===== src/sv/bpcl_ram.sv =====
module bpcl_ram #(
  parameter int unsigned Width = 8,
  parameter int unsigned Depth = 16
) (
  input  logic                     clk_i,
  input  logic                     we_i,
  input  logic [$clog2(Depth)-1:0] waddr_i,
  input  logic [Width-1:0]         wdata_i,
  input  logic [$clog2(Depth)-1:0] raddr_i,
  output logic [Width-1:0]         rdata_o
);

  logic [Width-1:0] mem [Depth];

  always_ff @(posedge clk_i) begin
    if (we_i) begin
      mem[waddr_i] <= wdata_i;
    end
    rdata_o <= mem[raddr_i];
  end

endmodule


===== config.mk =====
export PLATFORM = sky130hd
export DESIGN_NAME = bpcl_ram
export DESIGN_NICKNAME = d
export VERILOG_FILES = /design/src/sv/bpcl_ram.sv
export SDC_FILE = /design/constraint.sdc
export NUM_CORES = 1
export LEC_CHECK = 0
export ABC_AREA = 1
export BUFFER_PORTS_ARGS = -buffer_cell sky130_fd_sc_hd__buf_4
export CAP_MARGIN = 20
export CORE_MARGIN = 5
export CORE_UTILIZATION = 30
export CTS_BUF_LIST = sky130_fd_sc_hd__clkbuf_4
export CTS_CLUSTER_SIZE = 28
export DETAILED_ROUTE_END_ITERATION = 10
export REMOVE_ABC_BUFFERS = 1
export SYNTH_ARGS = -nofsm -noshare
export SYNTH_HDL_FRONTEND = slang
export SYNTH_SLANG_ARGS = --single-unit

===== constraint.sdc =====
create_clock -name clk_i -period 3.4 [get_ports clk_i]
set_clock_uncertainty 0.2 [all_clocks]
set_input_delay 0.17 -clock clk_i [delete_from_list [all_inputs] [get_ports clk_i]]
set_output_delay 0.17 -clock clk_i [all_outputs]
set_load 0.01 [all_outputs]

==> impl_metrics.json, run 1 <==
{
  "outcome": "completed",
  "wire_per_inst_um": 15.1,
  "maxSlewViolCount": 0,
  "coreArea_um2": 18800,
  "crit_arrival_ns": 2.79,
  "cts_tree": "built",
  "tightest_slew_ns": 0.872,
  "critPathBufInv": 5,
  "worstPathMaxFanout": 17,
  "io_buffers": 25,
  "crit_slowest_cell": "dlygate4sd3_1",
  "setup.worst_path.start_class": "primary input",
  "syn-cell-area_um2": 5770,
  "drive_gt1_share_pct": 9.53,
  "hp-class": "in2reg",
  "grt_setup_unrepaired": "no",
  "die_h_um": 149,
  "drc": 0,
  "routed-via-count": 3656,
  "clock_latency_ns": 0.52,
  "syn_inst": 551,
  "r2r_cells": 8,
  "relSlewSlack_pct": 41.7,
  "pre_cts_ws_ns": 1.30,
  "grt_start_max_net_pins": 65,
  "first_iter_violations": 356,
  "vias_per_cell": 4.26,
  "holdPathStages": 5,
  "cp-end-kind": "flop",
  "power_density_nw_per_um2": 468,
  "synthDistinctLibCells": 12,
  "syn_to_final_growth_pct": 12.8,
  "cts_buffers": 17,
  "irDropWorstVdd_v": 0.000160,
  "path_common_cell": "dlygate4sd3_1",
  "crit_required_ns": 3.63,
  "max_freq_mhz": 390,
  "drtAntennaViolNets": 0,
  "crit_type": "in2reg",
  "drt-total-wl_um": 12900,
  "gp_congestion": 0.770,
  "yosys.area.top_type_share_pct": 66.7,
  "antenna_cells": 0,
  "r2r-start": "mem[9][2]$_DFFE_PP_",
  "synth_seq_cells": 136,
  "tns_ns": 0,
  "cts.path.max_buffers": 2,
  "post-cts-setup-buffers": 0,
  "reg2reg_setup_slack_ns": 1.20,
  "ys_top_cells_by_area": "edfxtp_1, nand2_1, nand3_1",
  "whs_endpoint": "rdata_o[3]$_DFF_P_",
  "crit_chain": "dlygate4sd3_1 > buf_4 > inv_1 > nand3_1 > nand3_1 > dlygate4sd3_1 > nand2_1 > dlygate4sd3_1",
  "io_pins": 26,
  "synth_top_area_cell": "edfxtp_1",
  "grtUsageTotal_pct": 12.3,
  "critical-path-top-delay-family": "buffers and inverters",
  "fin_ws_ns": 0.838,
  "final_hold_viol_count": 0,
  "rows": 50,
  "root_buffer": "clkbuf_4",
  "grt.overflow.total": 0,
  "setup_violations": 0,
  "seq_area_frac_synth_pct": 69.4,
  "postSynthAreaPerCell_um2": 10.5,
  "place_hpwl_um": 7520,
  "final_util_pct": 34.5,
  "htree_levels": 4,
  "die_w_um": 149,
  "fin_crit_sh_pct": 75.4,
  "grt_pass1_wl_um": 20100,
  "clk_pin_slew_ns": 0.12,
  "firstDrtPassIters": 4,
  "cts_sinks": 136,
  "critical_path.max_stage_delay_ns": 0.55,
  "yosys_warnings": 0,
  "fin_nets": 604,
  "cap_violations": 0,
  "num-fill-cells": 1917,
  "floorplan.initialDensity_pct": 30.6,
  "hold_start": "raddr_i[1]",
  "fin_crit_ns": 2.56,
  "die-area_um2": 22100,
  "finalPower_mw": 3.04,
  "grt_antenna_before_repair": 0,
  "grt_pass1_vias": 3566,
  "power.leakage_nw": 2.74,
  "r2r-end": "rdata_o[2]$_DFF_P_"
}
==> synth_stat cells (all sizes together) <==
master / count
buf: 24
nand2: 173
nand3: 97
inv: 102
nand3b: 2
nor2: 17
edfxtp: 128
dfxtp: 8
==> report_power, final <==
part	leakage [nW]	switching, mW	internal (mW)	total (mW)
Combinational	1.38	0.163	0.0834	0.247
Clock	0.139	0.543	0.371	0.914
Sequential	1.22	0.0121	1.87	1.88
Total	2.74	0.719	2.33	3.04
==> cell usage in the layout, fill, tap and decap left out, drive strengths merged <==
cell and n:
nand2 173, edfxtp 128, inv 102, nand3 97, buf 27, clkbuf 20
nor2 17, dlygate4sd3 13, clkinv 10, dfxtp 8, nand3b 2, bufinv 1
==> metal layers <==
layer | global-route usage, % | vias up | share of wire, %
met3 | 3.81 | 9 | 5.3
li1 | - | 1837 | -
met2 | 19.9 | 88 | 48
met1 | 15.8 | 1722 | 45
met5 | 0 | - | 0
met4 | 3.79 | 0 | 1.4
==> cell type report <==
| cell class | instances | area, µm² | share of cell area [%] |
|---|---|---|---|
| Clock buffer | 20 | 150 | 2.31 |
| Clock inverter | 11 | 83.8 | 1.29 |
| Inverter | 102 | 383 | 5.89 |
| Multi-Input combinational cell | 289 | 1210 | 18.7 |
| Sequential cell | 136 | 4000 | 61.6 |
| Tap cell | 260 | 325 | 5.00 |
| Timing Repair Buffer | 40 | 345 | 5.31 |
==> tightest hold or removal path: cells and delay by family <==
kind          cells  cell delay, ns
simple gates      4            0.29
buf+inv           1            0.24
==> registers in the layout (all words and copies together), names as in the netlist <==
register	flops
mem	128
rdata_o	8
==> timing repair <==
item,CTS,global route
resized for setup,0,0
hold buffers,13,0
hold endpoints to repair,136,0
==> logic make-up (layout without fill, tap and decap cells) <==
group / after synthesis / count (layout) / share of synthesized area (%)
AND/OR/NAND/NOR: 289 / 289 / 21.0
flip-flops: 136 / 136 / 69.4
buffers and inverters: 126 / 173 / 9.52
==> stage by stage <==
step	hold WS, ns	cell area [µm²]	std cells
finish	0.0507	6500	858
global route	0.0245	6500	858
CTS	0.00472	6480	857
detailed placement	0.301	6120	813
global placement	0.301	6120	813
floorplan	0.0689	5600	527
==> worst max path at each step <==
stage,cells past startpoint,to,start,slack [ns]
finish,8,rdata_o[2]$_DFF_P_,raddr_i[2],0.84
detailed placement,7,rdata_o[3]$_DFF_P_,raddr_i[0],1.30
floorplan,6,rdata_o[2]$_DFF_P_,raddr_i[0],2.05
global route,8,rdata_o[2]$_DFF_P_,raddr_i[2],0.78
CTS,8,rdata_o[2]$_DFF_P_,raddr_i[2],0.87
global placement,8,rdata_o[2]$_DFF_P_,raddr_i[0],1.37
(Power assumes the default switching activity.)
==> run 2: changes to the inputs <==
==> constraint.sdc (replaced) <==
create_clock -name clk_i -period 2.1 [get_ports clk_i]
set_clock_uncertainty 0.2 [all_clocks]
set_input_delay 0.105 -clock clk_i [delete_from_list [all_inputs] [get_ports clk_i]]
set_output_delay 0.105 -clock clk_i [all_outputs]
set_load 0.01 [all_outputs]
==> run 2 against run 1 <==
Effect of this change:
- register-to-register slack lost 0.80 ns
- global-route usage grew 0.90 points
- critical endpoint is now mem[12][0]$_DFFE_PP_
- total power grew 91%
- critical path depth shrank 1
- die area is the same
- first-iteration DRC count grew 17%
- largest power group unchanged
- highest routed layer unchanged
- combinational power grew 75%
- non-clock buffer count grew 28
- sequential power grew 63%
- via count grew 4.9%
==> impl_metrics.json, run 2 (synthesis gave the netlist of run 1 again) <==
{
  "fin_crit_sh_pct": 95.2,
  "power_density_nw_per_um2": 841,
  "tightest_slew_ns": 0.711,
  "seqPwrFrac_pct": 52.4,
  "clk_pin_slew_ns": 0.11,
  "crit_arrival_ns": 2.06,
  "post-cts-setup-buffers": 0,
  "critical-path-top-delay-family": "buffers and inverters",
  "num-fill-cells": 1847,
  "holdPathStages": 2,
  "cp-end-kind": "flop",
  "maxSlewViolCount": 0,
  "firstDrtPassIters": 4,
  "final_util_pct": 36.8,
  "cts_buffers": 17,
  "cts_hold_buffers": 22,
  "final-seq-area_um2": 4000,
  "max_freq_mhz": 500,
  "crit_slowest_cell": "dlygate4sd3_1",
  "drt-total-wl_um": 13800,
  "crit_end": "mem[12][0]$_DFFE_PP_",
  "first_iter_violations": 415,
  "r2r-start": "mem[13][3]$_DFFE_PP_",
  "power.leakage_nw": 2.94,
  "cts_tree": "built",
  "syn_to_final_growth_pct": 20.1,
  "post_cts_resize_count": 0,
  "critPathBufInv": 5,
  "crit_type": "in2reg",
  "largest_reg_flops": 128,
  "grt_pass1_vias": 3725,
  "crit_start": "waddr_i[1]",
  "grt_setup_unrepaired": "no",
  "grt_antenna_before_repair": 1,
  "gp_congestion": 0.824,
  "cts.path.max_buffers": 2,
  "io_buffers": 25,
  "cp_num_cells": 7,
  "fin_crit_ns": 2.00,
  "grtUsageTotal_pct": 13.2,
  "rows": 50,
  "routed-via-count": 3835,
  "grt.overflow.total": 0,
  "r2r_cells": 7,
  "floorplan.initialDensity_pct": 30.6,
  "irDropWorstVdd_v": 0.000369,
  "cap_violations": 0,
  "reg2reg_setup_slack_ns": 0.40,
  "critical_path.max_stage_delay_ns": 0.63,
  "outcome": "completed",
  "final_common_cell": "nand2_1",
  "internal_power_mw": 4.59,
  "die_h_um": 149,
  "final_cell_mix": "nand2_1, edfxtp_1, inv_1",
  "fin_nets": 632,
  "hp-class": "in2reg",
  "crit_required_ns": 2.16,
  "vias_per_cell": 4.32,
  "worstPathMaxFanout": 6,
  "die_w_um": 149,
  "cts_sinks": 136,
  "grt_pass1_wl_um": 21600,
  "drive_gt1_share_pct": 12.3,
  "p_clk_share_pct": 40.1,
  "drc": 0,
  "crit_chain": "dlygate4sd3_1 > buf_4 > inv_1 > nand2_1 > dlygate4sd3_1 > nor2_1 > buf_4",
  "root_buffer": "clkbuf_4",
  "top_register": "mem",
  "switching_share_pct": 21.1,
  "htree_levels": 4,
  "grt_start_max_net_pins": 47,
  "multi_input_area_um2": 1210,
  "top_regs": "mem x128, rdata_o x8",
  "r2r-end": "rdata_o[3]$_DFF_P_",
  "die-area_um2": 22100,
  "final_hold_viol_count": 0,
  "p_comb_share_pct": 7.4,
  "tns_ns": 0,
  "switchingPower_mw": 1.23,
  "coreArea_um2": 18800,
  "setup.worst_path.start_class": "primary input",
  "clock_latency_ns": 0.54,
  "place_hpwl_um": 8520,
  "io_pins": 26,
  "setup_violations": 0,
  "drtAntennaViolNets": 0,
  "wire_per_inst_um": 15.6,
  "relSlewSlack_pct": 52.4
}
## run 2: cell count changes in the layout (fill, tap and decap cells not counted), sizes merged, moves of 3 or more
cell,delta
buf,+19
bufinv,+7
clkbuf,-3
clkinv,-6
clkinvlp,+3
dlygate4sd3,+9
## run 2: per-stage QoR
stage | worst slack [ns] | cells | hold WS (ns) | area (µm²) | power, mW
2_1_floorplan | 0.815 | 527 | 0.00387 | 5600 | 3.28
3_3_place_gp | 0.483 | 833 | 0.245 | 6300 | 3.52
3_5_place_dp | 0.480 | 833 | 0.250 | 6300 | 3.52
4_1_cts | 0.155 | 887 | 0.192 | 6920 | 5.89
5_1_grt | 0.0277 | 888 | 0.223 | 6930 | 6.04
6_report | 0.102 | 888 | 0.244 | 6930 | 5.83
## run 2: final cells by class
class / count / share of cell area, %
inverter: 102 / 5.53
clock inverter: 15 / 4.03
timing repair buffer: 68 / 8.53
clock buffer: 17 / 1.84
antenna: 1 / 0.0361
sequential: 136 / 57.8
multi-input combinational: 289 / 17.5
tap: 260 / 4.70
## run 2: worst min path at each step
| stage | start | to |
|---|---|---|
| after floorplan | wdata_i[0] | mem[0][0]$_DFFE_PP_ |
| after global placement | raddr_i[3] | rdata_o[3]$_DFF_P_ |
| after detailed placement | raddr_i[3] | rdata_o[3]$_DFF_P_ |
| after CTS | raddr_i[3] | rdata_o[3]$_DFF_P_ |
| after global routing | wdata_i[4] | mem[14][4]$_DFFE_PP_ |
| final | wdata_i[6] | mem[13][6]$_DFFE_PP_ |
## run 2: power groups by stage
| stage | Sequential (mW) | Combinational (mW) | Clock [mW] |
|---|---|---|---|
| finish | 3.06 | 0.433 | 2.34 |
| global route | 3.06 | 0.484 | 2.50 |
| CTS | 3.06 | 0.438 | 2.39 |
| detailed placement | 3.12 | 0.404 | 0 |
| global placement | 3.12 | 0.401 | 0 |
| floorplan | 3.11 | 0.164 | 0 |
## run 2: routing by layer
metal	wire (µm)	up-vias	part of all wire (%)	GRT usage, %
li1	-	1902	-	-
met1	6290	1797	45	17.6
met2	6320	114	46	20.0
met3	894	22	6.5	3.41
met4	335	0	2.4	6.19
met5	0	-	0	0
==> run 3: changes to the inputs <==
--- a/config.mk
+++ b/config.mk
@@ -5,7 +5,6 @@
 export SDC_FILE = /design/constraint.sdc
 export NUM_CORES = 1
 export LEC_CHECK = 0
-export ABC_AREA = 1
 export BUFFER_PORTS_ARGS = -buffer_cell sky130_fd_sc_hd__buf_4
 export CAP_MARGIN = 20
 export CORE_MARGIN = 5
==> run 3 against run 2 <==
Effect of this change:
- fmax is 0.45% lower
- worst setup slack worse by 0.0091 ns
- clock power is 25% lower
- via count is 35% lower
- synthesized area is 11% lower
- hold slack worse by 0.19 ns
- cell count is 40% lower
- critical endpoint is now rdata_o[4]$_DFF_P_
- highest routed layer unchanged
==> impl_metrics.json, run 3 <==
{
  "outcome": "completed",
  "vias_per_cell": 4.65,
  "synthTopCellsByCount": "edfxtp_1, mux4_2, a22oi_1",
  "hp-class": "in2reg",
  "cts_buffers": 17,
  "top_regs": "mem x128, rdata_o x8",
  "routed-via-count": 2498,
  "gp_congestion": 0.709,
  "rows": 47,
  "path_common_cell": "dlygate4sd3_1",
  "fin_ws_ns": 0.0927,
  "coreArea_um2": 16700,
  "postSynthAreaPerCell_um2": 22.5,
  "yosysMostFrequentCell": "edfxtp_1",
  "floorplan.initialDensity_pct": 30.8,
  "worstPathMaxFanout": 4,
  "crit_required_ns": 2.32,
  "drt-total-wl_um": 10700,
  "fin_crit_ns": 2.01,
  "htree_levels": 4,
  "final_cell_mix": "edfxtp_1, buf_4, clkbuf_4",
  "yosys.area.top_type_share_pct": 74.7,
  "root_buffer": "clkbuf_4",
  "first_iter_violations": 190,
  "fin_crit_sh_pct": 95.6,
  "synth_seq_cells": 136,
  "drc": 0,
  "fin_nets": 322,
  "hold_start": "raddr_i[1]",
  "maxSlewViolCount": 0,
  "holdWs_ns": 0.0513,
  "synth_top_area_cell": "edfxtp_1",
  "relSlewSlack_pct": 68.5,
  "largest_reg_flops": 128,
  "io_pins": 26,
  "place_hpwl_um": 6680,
  "critical_path.max_stage_delay_ns": 0.56,
  "grt.overflow.total": 0,
  "power.leakage_nw": 2.08,
  "cts.path.max_buffers": 2,
  "cts_sinks": 136,
  "wire_per_inst_um": 19.9,
  "crit_start": "raddr_i[2]",
  "grtUsageTotal_pct": 11.3,
  "io_buffers": 25,
  "clock_latency_ns": 0.53,
  "setup_violations": 0,
  "top_register": "mem",
  "synth_edf_count": 128,
  "die_w_um": 141,
  "power_density_nw_per_um2": 830,
  "r2r-start": "mem[2][4]$_DFFE_PP_",
  "crit_arrival_ns": 2.23,
  "synthDistinctLibCells": 19,
  "max_freq_mhz": 498,
  "clk_pin_slew_ns": 0.10,
  "grt_setup_unrepaired": "no",
  "crit_slowest_cell": "dlygate4sd3_1",
  "cap_violations": 0,
  "ys_top_cells_by_area": "edfxtp_1, mux4_2, mux4_1",
  "crit_chain": "dlygate4sd3_1 > buf_4 > nor2b_1 > dlygate4sd3_1 > buf_6 > a22oi_1 > nand2_1 > dlygate4sd3_1",
  "final_hold_viol_count": 0,
  "syn_inst": 229,
  "drive_gt1_share_pct": 30.9,
  "tns_ns": 0,
  "die_h_um": 141,
  "syn_to_final_growth_pct": 20.2,
  "seq_area_frac_synth_pct": 77.8,
  "antenna_cells": 0,
  "syn-cell-area_um2": 5150,
  "crit_type": "in2reg",
  "pre_cts_ws_ns": 0.290,
  "yosys_warnings": 0,
  "setup.worst_path.start_class": "primary input",
  "cp-end-kind": "flop",
  "async_flop_share_pct": 0,
  "drtAntennaViolNets": 0,
  "die-area_um2": 19900,
  "final_common_cell": "edfxtp_1",
  "grt_antenna_before_repair": 0,
  "grt_start_max_net_pins": 33,
  "firstDrtPassIters": 4,
  "irDropWorstVdd_v": 0.000338,
  "synth_ff_type": "edfxtp_1",
  "tightest_slew_ns": 0.472,
  "final_util_pct": 37.0,
  "grt_pass1_vias": 2674,
  "cts_tree": "built",
  "grt_pass1_wl_um": 16200
}
run 3: cell count changes in the layout (fill, tap and decap cells not counted), sizes merged, moves of 5 or more:
cell    change
a22oi      +16
inv       -102
mux4       +32
nand2     -164
nand3      -96
bufinv      -5
run 3: power breakdown:
group | leakage, nW | total (mW) | internal, mW | switching (mW)
registers | 1.22 | 3.05 | 3.03 | 0.0181
logic | 0.699 | 0.335 | 0.165 | 0.171
clock network | 0.162 | 1.75 | 0.861 | 0.893
run 3: critical path, delay by kind of cell:
kind | cells | cell delay (ns)
and+or+nand+nor | 2 | 0.10
AOI/OAI and AO/OA | 1 | 0.15
buffers and inverters | 5 | 1.87
run 3: final timing paths:
kind / end / slack [ns] / depth (start not counted)
setup / recovery: rdata_o[4]$_DFF_P_ / 0.09 / 8
hold / removal: rdata_o[5]$_DFF_P_ / 0.05 / 4
setup reg to reg: rdata_o[4]$_DFF_P_ / 0.14 / 4
hold reg to reg: rdata_o[5]$_DFF_P_ / 0.48 / 3
run 3: area by class of cell:
type | count | area, µm²
clock buffer | 21 | 158
tap | 220 | 275
multi-input combinational | 83 | 1060
timing repair buffer | 66 | 557
sequential | 136 | 4000
fill | 1596 | 10500
clock inverter | 11 | 130
run 3: layer usage:
layer	GRT usage [%]	wire length [µm]	up-vias
met5	0	0	-
met4	3.98	130	0
met3	2.98	560	8
met2	17.2	5080	80
met1	15.8	4930	1284
li1	-	-	1126
run 3: kinds of logic after synthesis:
kind of cell | share of synthesized area [%]
flops | 77.8
simple gates | 3.18
mux | 15.0
compound gates | 2.33
buf+inv | 1.68
run 3: per-stage QoR:
| step | power (mW) | cells | cell area [µm²] |
|---|---|---|---|
| after floorplan | 3.23 | 219 | 5060 |
| after global placement | 3.41 | 486 | 5700 |
| after detailed placement | 3.42 | 486 | 5700 |
| after CTS | 5.18 | 536 | 6170 |
| after global routing | 5.33 | 537 | 6190 |
| final | 5.14 | 537 | 6190 |
run 3: timing repair:
action | in CTS | in global routing
setup endpoints to repair | 0 | 1
endpoints found under the hold margin | 201 | 0
hold buffers | 18 | 0
setup buffers | 0 | 1
gates resized for setup | 0 | 2
